File: src/design/assert_macros.svh
// Assertion macros used by the top-level RTL file of the running status writer.
// Each macro expands to one labeled concurrent assertion on a clock edge.
`ifndef ASSERT_MACROS_SVH
`define ASSERT_MACROS_SVH

// The expression holds on every clock edge outside reset.
`define ASSERT_ALWAYS(label, clk_sig, rst_sig, expr) \
  label: assert property (@(posedge clk_sig) disable iff (rst_sig) (expr)) \
    else $error("assertion failed");

// When the antecedent holds, the consequent holds on the next clock edge.
`define ASSERT_NEXT(label, clk_sig, rst_sig, ante, cons) \
  label: assert property (@(posedge clk_sig) disable iff (rst_sig) (ante) |=> (cons)) \
    else $error("assertion failed");

`endif

File: src/design/mers_pkg.sv
// Package for the MIDI event running status writer.
// Holds the transaction types, the queue command type and shared constants.
`timescale 1ns / 1ps
`default_nettype none

package mers_pkg;

  localparam int unsigned DeltaWidth = 28;
  localparam int unsigned DataWidth  = 7;
  localparam int unsigned QueueDepth = 2;

  localparam logic [7:0] DATA_MASK  = 8'h7F;
  localparam logic [7:0] STATUS_BIT = 8'h80;

  // Channel override reset value: keep each event's own channel.
  localparam logic [4:0] OVERRIDE_KEEP = 5'd16;

  // Message types (high nibble of the status byte).
  localparam logic [3:0] TYPE_NOTE_OFF  = 4'h8;
  localparam logic [3:0] TYPE_NOTE_ON   = 4'h9;
  localparam logic [3:0] TYPE_PROGRAM   = 4'hC;
  localparam logic [3:0] TYPE_CHAN_PRES = 4'hD;
  localparam logic [3:0] TYPE_SYSTEM    = 4'hF;

  typedef struct packed {
    logic [DeltaWidth-1:0] delta_ticks;
    logic [7:0]            status_byte;
    logic [DataWidth-1:0]  first_data;
    logic [DataWidth-1:0]  second_data;
    logic                  new_track;
  } in_t;

  typedef struct packed {
    logic [7:0] out_byte;
    logic       last_byte;
  } out_t;

  // One classified event, ready to be serialized.
  typedef struct packed {
    logic [DeltaWidth-1:0] delta;
    logic [1:0]            top_group;
    logic [7:0]            status;
    logic                  send_status;
    logic [DataWidth-1:0]  d1;
    logic [DataWidth-1:0]  d2;
    logic                  has_d2;
  } cmd_t;

endpackage

`default_nettype wire

File: src/design/mers_front.sv
// Front end: accepts events, applies override and note-off rewrite, tracks running status.
// Depends on mers_pkg; feeds classified commands to mers_queue.
`timescale 1ns / 1ps
`default_nettype none

module mers_front import mers_pkg::*; (
  input  wire logic       clk,
  input  wire logic       rst,
  input  wire logic       cfg_valid,
  output logic            cfg_ready,
  input  wire logic [4:0] cfg_data,
  input  wire logic       in_valid,
  output logic            in_ready,
  input  wire in_t        in_data,
  input  wire logic       q_full,
  output logic            q_push,
  output cmd_t            q_cmd
);

  logic [4:0] channel_override;
  logic [7:0] sent_status;
  logic       status_known;

  logic [7:0] status_in;
  logic [3:0] msg_type;
  logic [7:0] status_ovr;
  logic [7:0] status_fin;
  logic       known_eff;
  logic       is_system;
  logic       send;

  assign cfg_ready = 1'b1;
  assign in_ready  = !q_full;
  assign q_push    = in_valid && in_ready;

  // Configuration register.
  always_ff @(posedge clk) begin
    if (rst) begin
      channel_override <= OVERRIDE_KEEP;
    end else if (cfg_valid) begin
      channel_override <= cfg_data;
    end
  end

  // Classify the incoming event.
  always_comb begin
    status_in = in_data.status_byte | STATUS_BIT;
    msg_type  = status_in[7:4];
    is_system = (msg_type == TYPE_SYSTEM);
    known_eff = status_known && !in_data.new_track;

    status_ovr = status_in;
    if (!channel_override[4]) begin
      status_ovr = {msg_type, channel_override[3:0]};
    end
    status_fin = status_ovr;
    if (msg_type == TYPE_NOTE_OFF) begin
      status_fin = {TYPE_NOTE_ON, status_ovr[3:0]};
    end
    if (is_system) begin
      status_fin = status_in;
    end

    send = is_system || !known_eff || (status_fin != sent_status);

    q_cmd.delta = in_data.delta_ticks;
    if (in_data.delta_ticks[27:21] != '0) begin
      q_cmd.top_group = 2'd3;
    end else if (in_data.delta_ticks[20:14] != '0) begin
      q_cmd.top_group = 2'd2;
    end else if (in_data.delta_ticks[13:7] != '0) begin
      q_cmd.top_group = 2'd1;
    end else begin
      q_cmd.top_group = 2'd0;
    end
    q_cmd.status      = status_fin;
    q_cmd.send_status = send;
    q_cmd.d1          = in_data.first_data;
    q_cmd.d2          = (msg_type == TYPE_NOTE_OFF) ? '0 : in_data.second_data;
    q_cmd.has_d2      = !is_system && (msg_type != TYPE_PROGRAM) &&
                        (msg_type != TYPE_CHAN_PRES);
  end

  // Running status bookkeeping, updated once per accepted transaction.
  always_ff @(posedge clk) begin
    if (rst) begin
      sent_status  <= '0;
      status_known <= 1'b0;
    end else if (q_push) begin
      if (is_system) begin
        status_known <= 1'b0;
      end else begin
        sent_status  <= status_fin;
        status_known <= 1'b1;
      end
    end
  end

endmodule

`default_nettype wire

File: src/design/mers_queue.sv
// Short command queue between the front end and the byte serializer.
// Depends on mers_pkg for the command type.
`timescale 1ns / 1ps
`default_nettype none

module mers_queue import mers_pkg::*; #(
  parameter int unsigned DEPTH = QueueDepth
) (
  input  wire logic                     clk,
  input  wire logic                     rst,
  input  wire logic                     push,
  input  wire cmd_t                     push_cmd,
  output logic                          full,
  input  wire logic                     pop,
  output logic                          head_valid,
  output cmd_t                          head_cmd,
  output logic [$clog2(DEPTH+1)-1:0]    count
);

  localparam int unsigned PtrWidth = (DEPTH > 1) ? $clog2(DEPTH) : 1;
  localparam logic [PtrWidth-1:0] PtrLast = PtrWidth'(DEPTH - 1);
  localparam logic [$clog2(DEPTH+1)-1:0] CountFull = ($clog2(DEPTH+1))'(DEPTH);

  cmd_t                entries [DEPTH];
  logic [PtrWidth-1:0] wr_ptr;
  logic [PtrWidth-1:0] rd_ptr;

  assign full       = (count == CountFull);
  assign head_valid = (count != '0);
  assign head_cmd   = entries[rd_ptr];

  // Entry storage.
  always_ff @(posedge clk) begin
    if (push) begin
      entries[wr_ptr] <= push_cmd;
    end
  end

  // Pointers and fill count.
  always_ff @(posedge clk) begin
    if (rst) begin
      wr_ptr <= '0;
      rd_ptr <= '0;
      count  <= '0;
    end else begin
      if (push) begin
        wr_ptr <= (wr_ptr == PtrLast) ? '0 : wr_ptr + 1'b1;
      end
      if (pop) begin
        rd_ptr <= (rd_ptr == PtrLast) ? '0 : rd_ptr + 1'b1;
      end
      if (push && !pop) begin
        count <= count + 1'b1;
      end else if (pop && !push) begin
        count <= count - 1'b1;
      end
    end
  end

endmodule

`default_nettype wire

File: src/design/mers_back.sv
// Back end: serializes one command into delta, status and data bytes.
// Depends on mers_pkg; drives the registered output channel.
`timescale 1ns / 1ps
`default_nettype none

module mers_back import mers_pkg::*; (
  input  wire logic clk,
  input  wire logic rst,
  input  wire logic head_valid,
  input  wire cmd_t head_cmd,
  output logic      pop,
  output logic      busy,
  output logic      out_valid,
  input  wire logic out_ready,
  output out_t      out_data
);

  localparam logic [1:0] PH_DELTA  = 2'd0;
  localparam logic [1:0] PH_STATUS = 2'd1;
  localparam logic [1:0] PH_DATA1  = 2'd2;
  localparam logic [1:0] PH_DATA2  = 2'd3;

  cmd_t       cmd;
  logic [1:0] phase;
  logic [1:0] phase_next;
  logic [1:0] grp;
  logic [7:0] cur_byte;
  logic       cur_last;
  logic       can_load;
  logic       emit;
  logic [6:0] group_bits;

  assign can_load = !out_valid || out_ready;
  assign emit     = busy && can_load;
  assign pop      = head_valid && (!busy || (emit && cur_last));

  // Pick the current byte and the phase after it.
  always_comb begin
    case (grp)
      2'd0:    group_bits = cmd.delta[6:0];
      2'd1:    group_bits = cmd.delta[13:7];
      2'd2:    group_bits = cmd.delta[20:14];
      default: group_bits = cmd.delta[27:21];
    endcase
    cur_byte   = '0;
    cur_last   = 1'b0;
    phase_next = phase;
    case (phase)
      PH_DELTA: begin
        cur_byte = {(grp != 2'd0), group_bits};
        if (grp == 2'd0) begin
          phase_next = cmd.send_status ? PH_STATUS : PH_DATA1;
        end
      end
      PH_STATUS: begin
        cur_byte   = cmd.status;
        phase_next = PH_DATA1;
      end
      PH_DATA1: begin
        cur_byte   = {1'b0, cmd.d1};
        cur_last   = !cmd.has_d2;
        phase_next = PH_DATA2;
      end
      PH_DATA2: begin
        cur_byte = {1'b0, cmd.d2};
        cur_last = 1'b1;
      end
      default: begin
        cur_byte = '0;
      end
    endcase
  end

  // Command register and sequencing.
  always_ff @(posedge clk) begin
    if (rst) begin
      busy  <= 1'b0;
      phase <= PH_DELTA;
      grp   <= '0;
    end else if (pop) begin
      busy  <= 1'b1;
      phase <= PH_DELTA;
      grp   <= head_cmd.top_group;
    end else if (emit) begin
      if (cur_last) begin
        busy <= 1'b0;
      end else if (phase == PH_DELTA && grp != 2'd0) begin
        grp <= grp - 1'b1;
      end else begin
        phase <= phase_next;
      end
    end
  end

  always_ff @(posedge clk) begin
    if (pop) begin
      cmd <= head_cmd;
    end
  end

  // Output register: a byte waits here while the receiver stalls.
  always_ff @(posedge clk) begin
    if (rst) begin
      out_valid <= 1'b0;
    end else if (can_load) begin
      out_valid <= emit;
    end
  end

  always_ff @(posedge clk) begin
    if (emit) begin
      out_data.out_byte  <= cur_byte;
      out_data.last_byte <= cur_last;
    end
  end

endmodule

`default_nettype wire

File: src/design/midi_event_running_status_writer.sv
// MIDI event running status writer: encodes channel events as SMF track event bytes.
// Usage: the input channel (in_valid/in_ready/in_data) takes one channel event per
// transaction: delta time, status byte, two data bytes and a new-track flag.
// The output channel (out_valid/out_ready/out_data) gives one byte per transaction,
// with last_byte set on the final byte of each event: delta as a 1 to 4 byte
// variable-length quantity, the status byte only when it differs from the last one
// sent, then one or two data bytes. Note-off leaves as note-on with velocity 0.
// The cfg channel writes channel_override; cfg_ready is always high.
// Throughput: one byte per cycle from the serializer while the receiver is ready;
// an event has 2 to 7 bytes. The front end accepts while the command queue
// (QUEUE_DEPTH entries) has room, which it does while earlier bytes drain.
// Reset clears running status and sets the override to keep each event's channel.
// When the receiver stalls, the output byte holds, the serializer waits, and
// once the queue is full in_ready drops.
`timescale 1ns / 1ps
`default_nettype none
`include "assert_macros.svh"

module midi_event_running_status_writer import mers_pkg::*; #(
  parameter int unsigned QUEUE_DEPTH = QueueDepth
) (
  input  wire logic       clk,
  input  wire logic       rst,
  input  wire logic       cfg_valid,
  output logic            cfg_ready,
  input  wire logic [4:0] cfg_data,
  input  wire logic       in_valid,
  output logic            in_ready,
  input  wire in_t        in_data,
  output logic            out_valid,
  input  wire logic       out_ready,
  output out_t            out_data
);

  localparam int unsigned CountWidth = $clog2(QUEUE_DEPTH + 1);

  logic                  q_full;
  logic                  q_push;
  cmd_t                  q_cmd;
  logic                  q_pop;
  logic                  q_head_valid;
  cmd_t                  q_head_cmd;
  logic [CountWidth-1:0] q_count;
  logic                  back_busy;

  mers_front u_front (
    .clk       (clk),
    .rst       (rst),
    .cfg_valid (cfg_valid),
    .cfg_ready (cfg_ready),
    .cfg_data  (cfg_data),
    .in_valid  (in_valid),
    .in_ready  (in_ready),
    .in_data   (in_data),
    .q_full    (q_full),
    .q_push    (q_push),
    .q_cmd     (q_cmd)
  );

  mers_queue #(
    .DEPTH (QUEUE_DEPTH)
  ) u_queue (
    .clk        (clk),
    .rst        (rst),
    .push       (q_push),
    .push_cmd   (q_cmd),
    .full       (q_full),
    .pop        (q_pop),
    .head_valid (q_head_valid),
    .head_cmd   (q_head_cmd),
    .count      (q_count)
  );

  mers_back u_back (
    .clk        (clk),
    .rst        (rst),
    .head_valid (q_head_valid),
    .head_cmd   (q_head_cmd),
    .pop        (q_pop),
    .busy       (back_busy),
    .out_valid  (out_valid),
    .out_ready  (out_ready),
    .out_data   (out_data)
  );

  // The queue never holds more commands than it has entries.
  `ASSERT_ALWAYS(a_queue_bound, clk, rst, q_count <= CountWidth'(QUEUE_DEPTH))
  // While a command waits, the serializer is busy on the next cycle.
  `ASSERT_NEXT(a_queue_drains, clk, rst, q_head_valid, back_busy)
  // The final byte of an event is always a data byte.
  `ASSERT_ALWAYS(a_last_is_data, clk, rst, !(out_valid && out_data.last_byte) || !out_data.out_byte[7])

endmodule

`default_nettype wire

File: config.mk
export PLATFORM = sky130hd
export DESIGN_NAME = midi_event_running_status_writer
export DESIGN_NICKNAME = d
export VERILOG_FILES = /design/src/design/mers_pkg.sv /design/src/design/mers_front.sv /design/src/design/mers_queue.sv /design/src/design/mers_back.sv /design/src/design/midi_event_running_status_writer.sv
export VERILOG_INCLUDE_DIRS = /design/src /design/src/design
export SDC_FILE = /design/constraint.sdc
export NUM_CORES = 1
export LEC_CHECK = 0
export ABC_AREA = 1
export BUFFER_PORTS_ARGS = -buffer_cell sky130_fd_sc_hd__buf_4
export CAP_MARGIN = 10
export CORE_ASPECT_RATIO = 0.75
export CORE_UTILIZATION = 45
export DETAILED_ROUTE_END_ITERATION = 16
export SLEW_MARGIN = 15
export SYNTH_ARGS = -nofsm -noshare
export SYNTH_HDL_FRONTEND = slang
export SYNTH_SLANG_ARGS = --single-unit
export TNS_END_PERCENT = 30
File: constraint.sdc
create_clock -name clk -period 9 [get_ports clk]
set_input_delay 0.9 -clock clk [delete_from_list [all_inputs] [get_ports clk]]
set_output_delay 0.9 -clock clk [all_outputs]
set_load 0.01 [all_outputs]
# Word-level counts from Yosys, hierarchy flattened
# Memories as Yosys holds them, arrays and structs flattened. A register that Yosys moved wholly into a read port is not among the register bits.
# Cells that the tools add are included.
[classes]
addsub = 5
eq_ne = 12
mux = 29
bitwise = 3
n_reduce_logical = 41
[op_table]
columns = ["operator", "count"]
rows = [
  ["$pmux 8 s4", 1],
  ["$mux 7", 3],
  ["$pmux 7 s3", 1],
  ["$reduce_bool 7->1", 3],
  ["$mux 2", 10],
  ["$reduce_bool 2->1", 6],
  ["$mux 1", 11],
  ["$logic_and 1x1->1", 10],
  ["$logic_not 1->1", 9],
  ["$eq 2x2->1 const B", 4],
  ["$ne 8x8->1", 1],
  ["$ne 3x3->1 const B", 2],
  ["$pmux 2 s3", 1],
  ["$reduce_and 5->1", 1],
  ["$eq 2x1->1 const B", 2],
  ["$logic_not 2->1", 2],
  ["$logic_or 1x1->1", 4],
  ["$mux 4", 1],
  ["$reduce_and 2->1", 2],
  ["$sub 2x1->2 const B", 2],
  ["$eq 3x3->1 const B", 1],
  ["$logic_not 3->1", 1],
  ["$not 1->1", 3],
  ["$reduce_and 3->1", 1],
  ["7 further kinds", 8],
]
[word_totals]
regBits = 85
ram_bits = 106
input_bits = 61
word_cells = 109
n_memories = 1
[mem_list]
columns = ["memory", "depth", "width", "read_ports", "rd_ports_with_merged_regs", "write_ports", "line_no", "rtl"]
rows = [
  ["u_queue.entries", 2, 53, 1, 1, 1, "mers_queue.sv:24", "cmd_t entries [DEPTH];"],
]

# Depth between registers and ports, before layout
# Gate-level depths: netlist (run 1).
[logic_depth]
depth_word = 9
ltp_mapped = 13
depth_no_buf = 12

# Modules after synthesis
# From an unflattened synthesis (run 1), not the netlist that was laid out.
[unflattened]
hier_cells = 601
area_unflattened_um2 = 8329.2
[modules_own_cells]
columns = ["module", "n_inst", "cells_per_inst", "area_per_inst_um2"]
rows = [
  ["mers_queue", 1, 201, 4376.7],
  ["mers_back", 1, 205, 2742.6],
  ["mers_front", 1, 195, 1209.9],
]

# Least setup slack after synthesis (run 1)
# Ideal clock, no wire load.
[synth_timing]
path_type = "input-to-reg"
start = "input port in_valid"
end = "memory u_queue.entries[1][0] (netlist bit), enable pin"
setup_time_ps = 465
arrival_time_ps = 3243
setup_slack_ps = 5291
cell_stages = 2
n_path_buf = 0
path_cell_list = "nand2_2 -> nor2_1"
[synth_between]
elab_chain_len = 3
[synth_rtl]
columns = ["element", "line_no", "rtl"]
rows = [
  ["start: declaration", "midi_event_running_status_writer.sv:27", "input wire logic in_valid,"],
  ["$logic_and 1x1->1", "mers_front.sv:34", "assign q_push = in_valid && in_ready;"],
  ["$mux 1", "mers_queue.sv:34", "if (push) begin"],
  ["$mux 1 (implied by the code)", "mers_queue.sv:35", "entries[wr_ptr] <= push_cmd;"],
  ["end: declaration", "mers_queue.sv:24", ""],
]
# Every way passes these cells.

# Worst setup path after layout (run 1)
[layout_timing]
start = "register u_back.phase[0]"
end = "register u_queue.rd_ptr"
[layout_between]
elab_chain_len = 5
word_cells_on_any_way = 6
classes_between = "eq/ne: 2; mux: 1; reduce/logical: 3"
[layout_rtl]
columns = ["element", "line_no", "rtl"]
rows = [
  ["start: declaration", "mers_back.sv:24", "logic [1:0] phase;"],
  ["start signal: assignment", "mers_back.sv:90", "phase <= phase_next;"],
  ["$eq 2x2->1", "mers_back.sv:48", "case (phase)"],
  ["$pmux 1 s2 (*)", "mers_back.sv:48", ""],
  ["named net u_back.cur_last", "mers_back.sv:28", "logic cur_last;"],
  ["$logic_and 1x1->1 (*)", "mers_back.sv:35", "assign pop = head_valid && (!busy || (emit && cur_last));"],
  ["$logic_or 1x1->1 (*)", "mers_back.sv:35", ""],
  ["$logic_and 1x1->1 (*)", "mers_back.sv:35", ""],
  ["named net q_pop", "midi_event_running_status_writer.sv:40", "logic q_pop;"],
  ["end signal: assignment", "mers_queue.sv:50", "rd_ptr <= (rd_ptr == PtrLast) ? '0 : rd_ptr + 1'b1;"],
  ["end: declaration", "mers_queue.sv:26", "logic [PtrWidth-1:0] rd_ptr;"],
]
# Mark *: on every way through the listed nets, which the timed path passes. The rest lies on a longest branch.
# A chain may end at the register's enable or synchronous reset.

==> results of run 1 <==
==> synth_stat cells (all sizes together) <==
cell type	number	share of area, %
a211oi	1	0.10
a21oi	30	2.0
a31oi	2	0.17
a32oi	7	0.82
buf	11	0.80
clkbuf	6	0.30
conb	1	0.050
dfxtp	25	6.7
edfxtp	166	67
ha	10	1.7
inv	43	2.2
mux2	53	8.0
nand2	98	5.3
nand3	17	1.3
nor2	35	1.8
nor3	2	0.13
nor4	3	0.25
o21ai	20	1.4
xnor2	3	0.35
xor2	1	0.12
==> final cells by class <==
cell class              instances  area [sq um]  share of cell area, %
flip-flops and latches        191          5490                   62.2
multi-input cells             283          1760                   20.0
repair buffers                 73           548                   6.22
clock buffers                  18           429                   4.87
well taps                     210           263                   2.98
clock inverters                13           163                   1.85
inverters                      43           163                   1.85
==> sequential cells by signal (all words and copies together), names as in the netlist, 2 cells and up, named ones only <==
signal	cells
u_back.phase	2
u_back.grp	2
u_front.channel_override	5
u_queue.entries	106
u_back.out_data	9
u_front.sent_status	8
u_queue.count	2
u_back.cmd	51
==> worst max-delay path: cells and delay by family, from the launching register on <==
kind / cells / cell delay, ns
simple gates: 5 / 0.46
compound gates: 2 / 0.52
flops: 1 / 0.39
fa+ha+maj: 1 / 0.33
buf+inv: 2 / 0.81
==> through the flow <==
| step | utilization [%] | hold WS (ns) | total power [uW] | std cells | area [sq um] |
|---|---|---|---|---|---|
| finish | 54.7 | 0.457 | 2670 | 831 | 8810 |
| global route | 54.7 | 0.481 | 2810 | 831 | 8810 |
| CTS | 54.7 | 0.459 | 2690 | 831 | 8810 |
| detailed placement | 51.0 | 0.455 | 1940 | 800 | 8220 |
| global placement | 51.0 | 0.436 | 1920 | 800 | 8220 |
| floorplan | - | 0.432 | 1720 | 534 | 7480 |
==> cells by family (layout without fill, tap and decap cells) <==
family,after synthesis,count (layout),share of synthesized area [%]
XOR/XNOR,4,4,0.469
flip-flops,191,191,73.4
adder cells (fa/ha/maj),10,10,1.67
AND/OR/NAND/NOR,155,155,8.67
multiplexers,53,53,7.98
buffers and inverters,60,147,3.26
AO/OA/AOI/OAI,60,60,4.53
other,1,1,0.0502
==> power by group <==
group          internal, uW  switching (uW)  total [uW]
combinational           223             361         584
sequential             1250            85.2        1330
clock                   437             316         753
total                  1910             762        2670
==> metal layers <==
layer  GRT usage [%]  vias to the layer above  share of wire [%]
met3            5.52                        8                6.4
met2            25.1                      120                 44
met1            25.3                     2051                 49
met4            4.80                        0               0.85
li1                -                     2036                  -
met5               0                        -                  0
==> cell usage in the layout (no fill, tap or decap), drive strengths merged, types with 2 or more instances in the layout <==
cell,n
a32oi,7
buf,73
nand3,17
edfxtp,166
nor4,3
bufinv,3
xnor2,3
nor3,2
nand2,98
nor2,35
clkbuf,18
dfxtp,25
clkinvlp,3
a21oi,30
ha,10
clkinv,5
inv,45
a31oi,2
mux2,53
o21ai,20
==> worst paths after layout <==
path                                 startpoint             end  slack (ns)  cells past startpoint
worst max register to register  u_back.phase[0]  u_queue.rd_ptr        6.32                     10
worst min-delay path             u_queue.rd_ptr       flip-flop        0.46                      1
worst max-delay path            u_back.phase[0]  u_queue.rd_ptr        6.32                     10
worst min register to register   u_queue.rd_ptr       flip-flop        0.46                      1
==> metrics.csv, run 1 <==
metric,value,unit
max-slew headroom at the worst pin,37.4,%
Achievable Freq,373,MHz
TritonCTS clock tree,yes,
Clock Skews,0.00796,ns
core footprint,16100,sq um
clock-pin slew on the worst setup and hold paths,0.07,ns
worst min path class,reg2reg,
Max Cap Violations,0,
pin count of the biggest net entering global routing,55,
gr usage total,17.4,%
CP max FO,54,
Worst EP arrival,2.96,ns
final hold viol count,0,
row cnt,40,
"Slew Viols, Final",0,
first-pass GRT wire length,21700,um
Num CTS Buffers,17,
#FFs+latches synth,191,
Cell variety after synth,27,
# fillers,1345,
syn nets,605,
Mapped Cells,534,
post-synthesis sequential area ratio,73.4,%
vias in the first global route,4124,
max incr delay on CP,0.71,ns
status,completed,
initial core utilization,46.4,%
static leakage,0.00324,uW
Peak VDD IR,0.137,mV
Mean Syn Cell Area,14.0,sq um
period utilisation layout,29.8,%
layout cells sized above 1,28.0,%
drt drc,0,
nets@finish,680,
num ports,73,
Max clock buf depth,2,
global placer's final weighted congestion,0.802,
"most used cell, CP",nand2_2,
via-per-instance ratio,5.07,
vias post-DR,4215,
Post-CTS Setup Bufs,0,
initial DRC count,289,
critical-path cell list,inv_1 -> ha_1 -> nand3_2 -> nand2_2 -> nand2_1 -> nand2_2 -> nand2_4 -> clkinv_2 -> o21ai_1 -> a21oi_1,
Setup crit start kind,flip-flop,
H-tree depth,4,
worst skew pair latency,0.43,ns
Setup Viol. Count Final,0,
Antenna Cells,0,
RSZ-0062 raised after global routing,false,
antenna violations before repair,0,
setup TNS,0,ns
PD cells,303,nW/um^2
clk sink count,191,
DP HPWL,9130,um
Post-Syn Area,7480,sq um
"Hold-fix buffers, CTS",0,
number of routed nets with antenna violations,0,
Clock Tree Root,clkbuf_16,
crit end category,flip-flop,
final wirelength,13800,um
worst setup margin,6.32,ns
drt wl/cell,16.6,um
area delta synth->final,17.9,%
Setup Crit Path Kind,reg2reg,
slowest cell on the critical path,clkinv_2,
minimum clock period,2.68,ns
CP Data Required Time,9.28,ns
Slew @ Worst Pin,0.939,ns
Synth Warn #,0,
Place WS,6.29,ns
grt ovf,0,
cts repair resizes,0,
Die Area,17100,sq um
number of I/O port buffers,70,
Die W,151,um
DRT Pass-1 Iters,5,
Die Span Y,114,um
(Power assumes the default switching activity.)
==> run 2, diff against run 1 <==
Clock period 9 ns to 2.5 ns, I/O delays scaled along.
==> run 2 against run 1 <==
Final area up 3.0%. Power rose to 3.6 times the previous value. Largest cell class unchanged. Count of clock-buffer cells in the layout down 1. Non-clock buffer count up 26. Core utilization up 1.7 points. Final cell count up 3.2%.
==> metrics.csv, run 2 (synthesis results as in run 1) <==
metric,value,unit,change
Setup Crit Path Kind,reg2reg,,unchanged
via-per-instance ratio,4.96,,was 5.07
grt ovf,0,,unchanged
pin count of the biggest net entering global routing,55,,unchanged
static leakage,0.00336,uW,was 0.00324 uW
critical-path cell list,inv_1 -> ha_1 -> nand3_2 -> nand2_2 -> nand2_1 -> nand2_2 -> nand2_4 -> ha_1 -> a21oi_1 -> o21ai_0 -> o21ai_0 -> a21oi_1,,was inv_1 -> ha_1 -> nand3_2 -> nand2_2 -> nand2_1 -> nand2_2 -> nand2_4 -> clkinv_2 -> o21ai_1 -> a21oi_1
DP HPWL,9050,um,was 9130 um
number of I/O port buffers,70,,unchanged
antenna violations before repair,0,,unchanged
initial DRC count,264,,was 289
"most common cell after layout, fill and taps aside",edfxtp_1,,unchanged
worst skew pair latency,0.43,ns,about the same
Max clock buf depth,2,,unchanged
status,completed,,unchanged
Flop pwr share,49.6,%,was 49.9%
global placer's final weighted congestion,0.835,,was 0.802
num ports,73,,unchanged
row cnt,40,,unchanged
biggest registers after layout,"u_queue.entries x106, u_back.cmd x51, u_back.out_data x9",,unchanged
initial core utilization,46.4,%,unchanged
TritonCTS clock tree,yes,,unchanged
Post-CTS Setup Bufs,0,,unchanged
Worst EP arrival,2.47,ns,was 2.96 ns
Setup Viol. Count Final,0,,unchanged
Worst setup startpoint,u_back.phase[0],,unchanged
WHS,0.0256,ns,was 0.457 ns
Achievable Freq,461,MHz,was 373 MHz
Max Cap Violations,0,,unchanged
vias post-DR,4256,,was 4215
worst min path class,in2reg,,was reg2reg
PD cells,1060,nW/um^2,was 303 nW/um^2
clk sink count,191,,unchanged
H-tree depth,4,,unchanged
Num CTS Buffers,17,,unchanged
CP endpoint,u_queue.count[1],,was u_queue.rd_ptr
period utilisation layout,86.8,%,was 29.8%
crit end category,flip-flop,,unchanged
Clock Skews,0.0115,ns,was 0.00796 ns
drt drc,0,,unchanged
DRT Pass-1 Iters,5,,unchanged
layout cells sized above 1,27.0,%,was 28.0%
vias in the first global route,4083,,was 4124
most frequent cells in the layout,"edfxtp_1 (166), nand2_1 (92), buf_4 (73)",,unchanged
nets@finish,706,,was 680
Int Power,6840,uW,was 1910 uW
RSZ-0062 raised after global routing,false,,unchanged
drt wl/cell,16.0,um,was 16.6 um
Slew @ Worst Pin,0.640,ns,was 0.939 ns
Largest Register,u_queue.entries,,unchanged
clock share of power,27.1,%,was 28.2%
CP Data Required Time,2.81,ns,was 9.28 ns
clock-pin slew on the worst setup and hold paths,0.07,ns,about the same
number of routed nets with antenna violations,0,,unchanged
Peak VDD IR,0.550,mV,was 0.137 mV
r2r setup slk,0.33,ns,was 6.32 ns
Final Util,56.4,%,was 54.7%
max incr delay on CP,0.36,ns,was 0.71 ns
Setup crit start kind,flip-flop,,unchanged
worst r2r path cells,12,,was 10
Die Span Y,114,um,unchanged
worst reg2reg endpoint,u_queue.count[1],,was u_queue.rd_ptr
Clock Tree Root,clkbuf_16,,unchanged
R2R Path Start,u_back.phase[0],,unchanged
final hold viol count,0,,unchanged
cts repair resizes,0,,unchanged
Switching Power,2770,uW,was 762 uW
Die Area,17100,sq um,unchanged
Largest register FFs,106,,unchanged
Die W,151,um,unchanged
gr usage total,17.3,%,was 17.4%
sw frac,28.8,%,was 28.6%
"Slew Viols, Final",0,,unchanged
CP max FO,8,,was 54
Antenna Cells,0,,unchanged
area delta synth->final,21.5,%,was 17.9%
worst hold start,in_data[41],,was u_queue.rd_ptr
final wirelength,13800,um,about the same
max-slew headroom at the worst pin,56.9,%,was 37.4%
core footprint,16100,sq um,unchanged
# fillers,1331,,was 1345
slowest cell on the critical path,ha_1,,was clkinv_2
first-pass GRT wire length,21700,um,unchanged
share of total power in combinational logic,23.3,%,was 21.9%
minimum clock period,2.17,ns,was 2.68 ns
## run 2: cell count changes in the layout (fill, tap and decap cells not counted)
| cell | before | now |
|---|---|---|
| inv_2 | 4 | 5 |
| clkinvlp_4 | 3 | 2 |
| clkinv_1 | 0 | 4 |
| buf_12 | 0 | 3 |
| clkinv_4 | 1 | 2 |
| bufinv_16 | 3 | 2 |
| dlygate4sd3_1 | 0 | 23 |
| clkinv_2 | 4 | 2 |
| clkbuf_1 | 1 | 0 |
## run 2: area by class of cell
type | instances | area (sq um) | share of cell area [%]
sequential | 191 | 5490 | 60.4
multi-input combinational | 283 | 1760 | 19.4
timing repair buffer | 99 | 838 | 9.23
clock buffer | 17 | 425 | 4.68
tap | 210 | 263 | 2.89
inverter | 43 | 161 | 1.78
clock inverter | 15 | 144 | 1.58
## run 2: repair_timing
action,CTS,global route
hold buffers,19,4
endpoints found under the setup margin,0,0
endpoints found under the hold margin,36,8
## run 2: power groups by stage
| stage | clock network (uW) | registers, uW | logic (uW) |
|---|---|---|---|
| 6_report | 2610 | 4770 | 2240 |
| 2_1_floorplan | 0 | 4750 | 1440 |
| 3_3_place_gp | 0 | 4820 | 2180 |
| 4_1_cts | 2660 | 4780 | 2260 |
| 5_1_grt | 2790 | 4840 | 2460 |
| 3_5_place_dp | 0 | 4830 | 2220 |
## run 2: metal layers
layer | global-route usage, % | part of all wire (%) | routed length, um | vias to the layer above
li1 | - | - | - | 2094
met1 | 25.4 | 48 | 6670 | 2034
met2 | 25.0 | 44 | 6110 | 123
met3 | 4.92 | 6.4 | 877 | 5
met4 | 5.40 | 0.68 | 94 | 0
met5 | 0 | 0 | 0 | -
## run 2: worst min-delay path by stage
stage	cells after the start	to
final	1	u_queue.entries[0][43]
after floorplan	0	u_queue.entries[0][10]
after global placement	1	flip-flop
after CTS	1	u_queue.entries[1][32]
after global routing	1	u_queue.entries[1][45]
after detailed placement	1	u_queue.entries[0][27]
## run 2: through the flow
step	std cells	area, sq um	setup TNS (ns)	setup slack, ns	total power, uW
3_5_place_dp	803	8280	0	0.368	7050
4_1_cts	854	9040	0	0.350	9700
3_3_place_gp	803	8280	0	0.419	7010
6_report	858	9080	0	0.330	9610
5_1_grt	858	9080	0	0.0649	10100
2_1_floorplan	534	7480	-44.99	-0.843	6190
## run 2: critical path: cells and delay by family, from the launching register on
kind,cells,cell delay (ns)
and+or+nand+nor,5,0.50
AOI/OAI and AO/OA,4,0.44
adders and majority gates,2,0.67
DFF,1,0.34
buffers and inverters,1,0.11
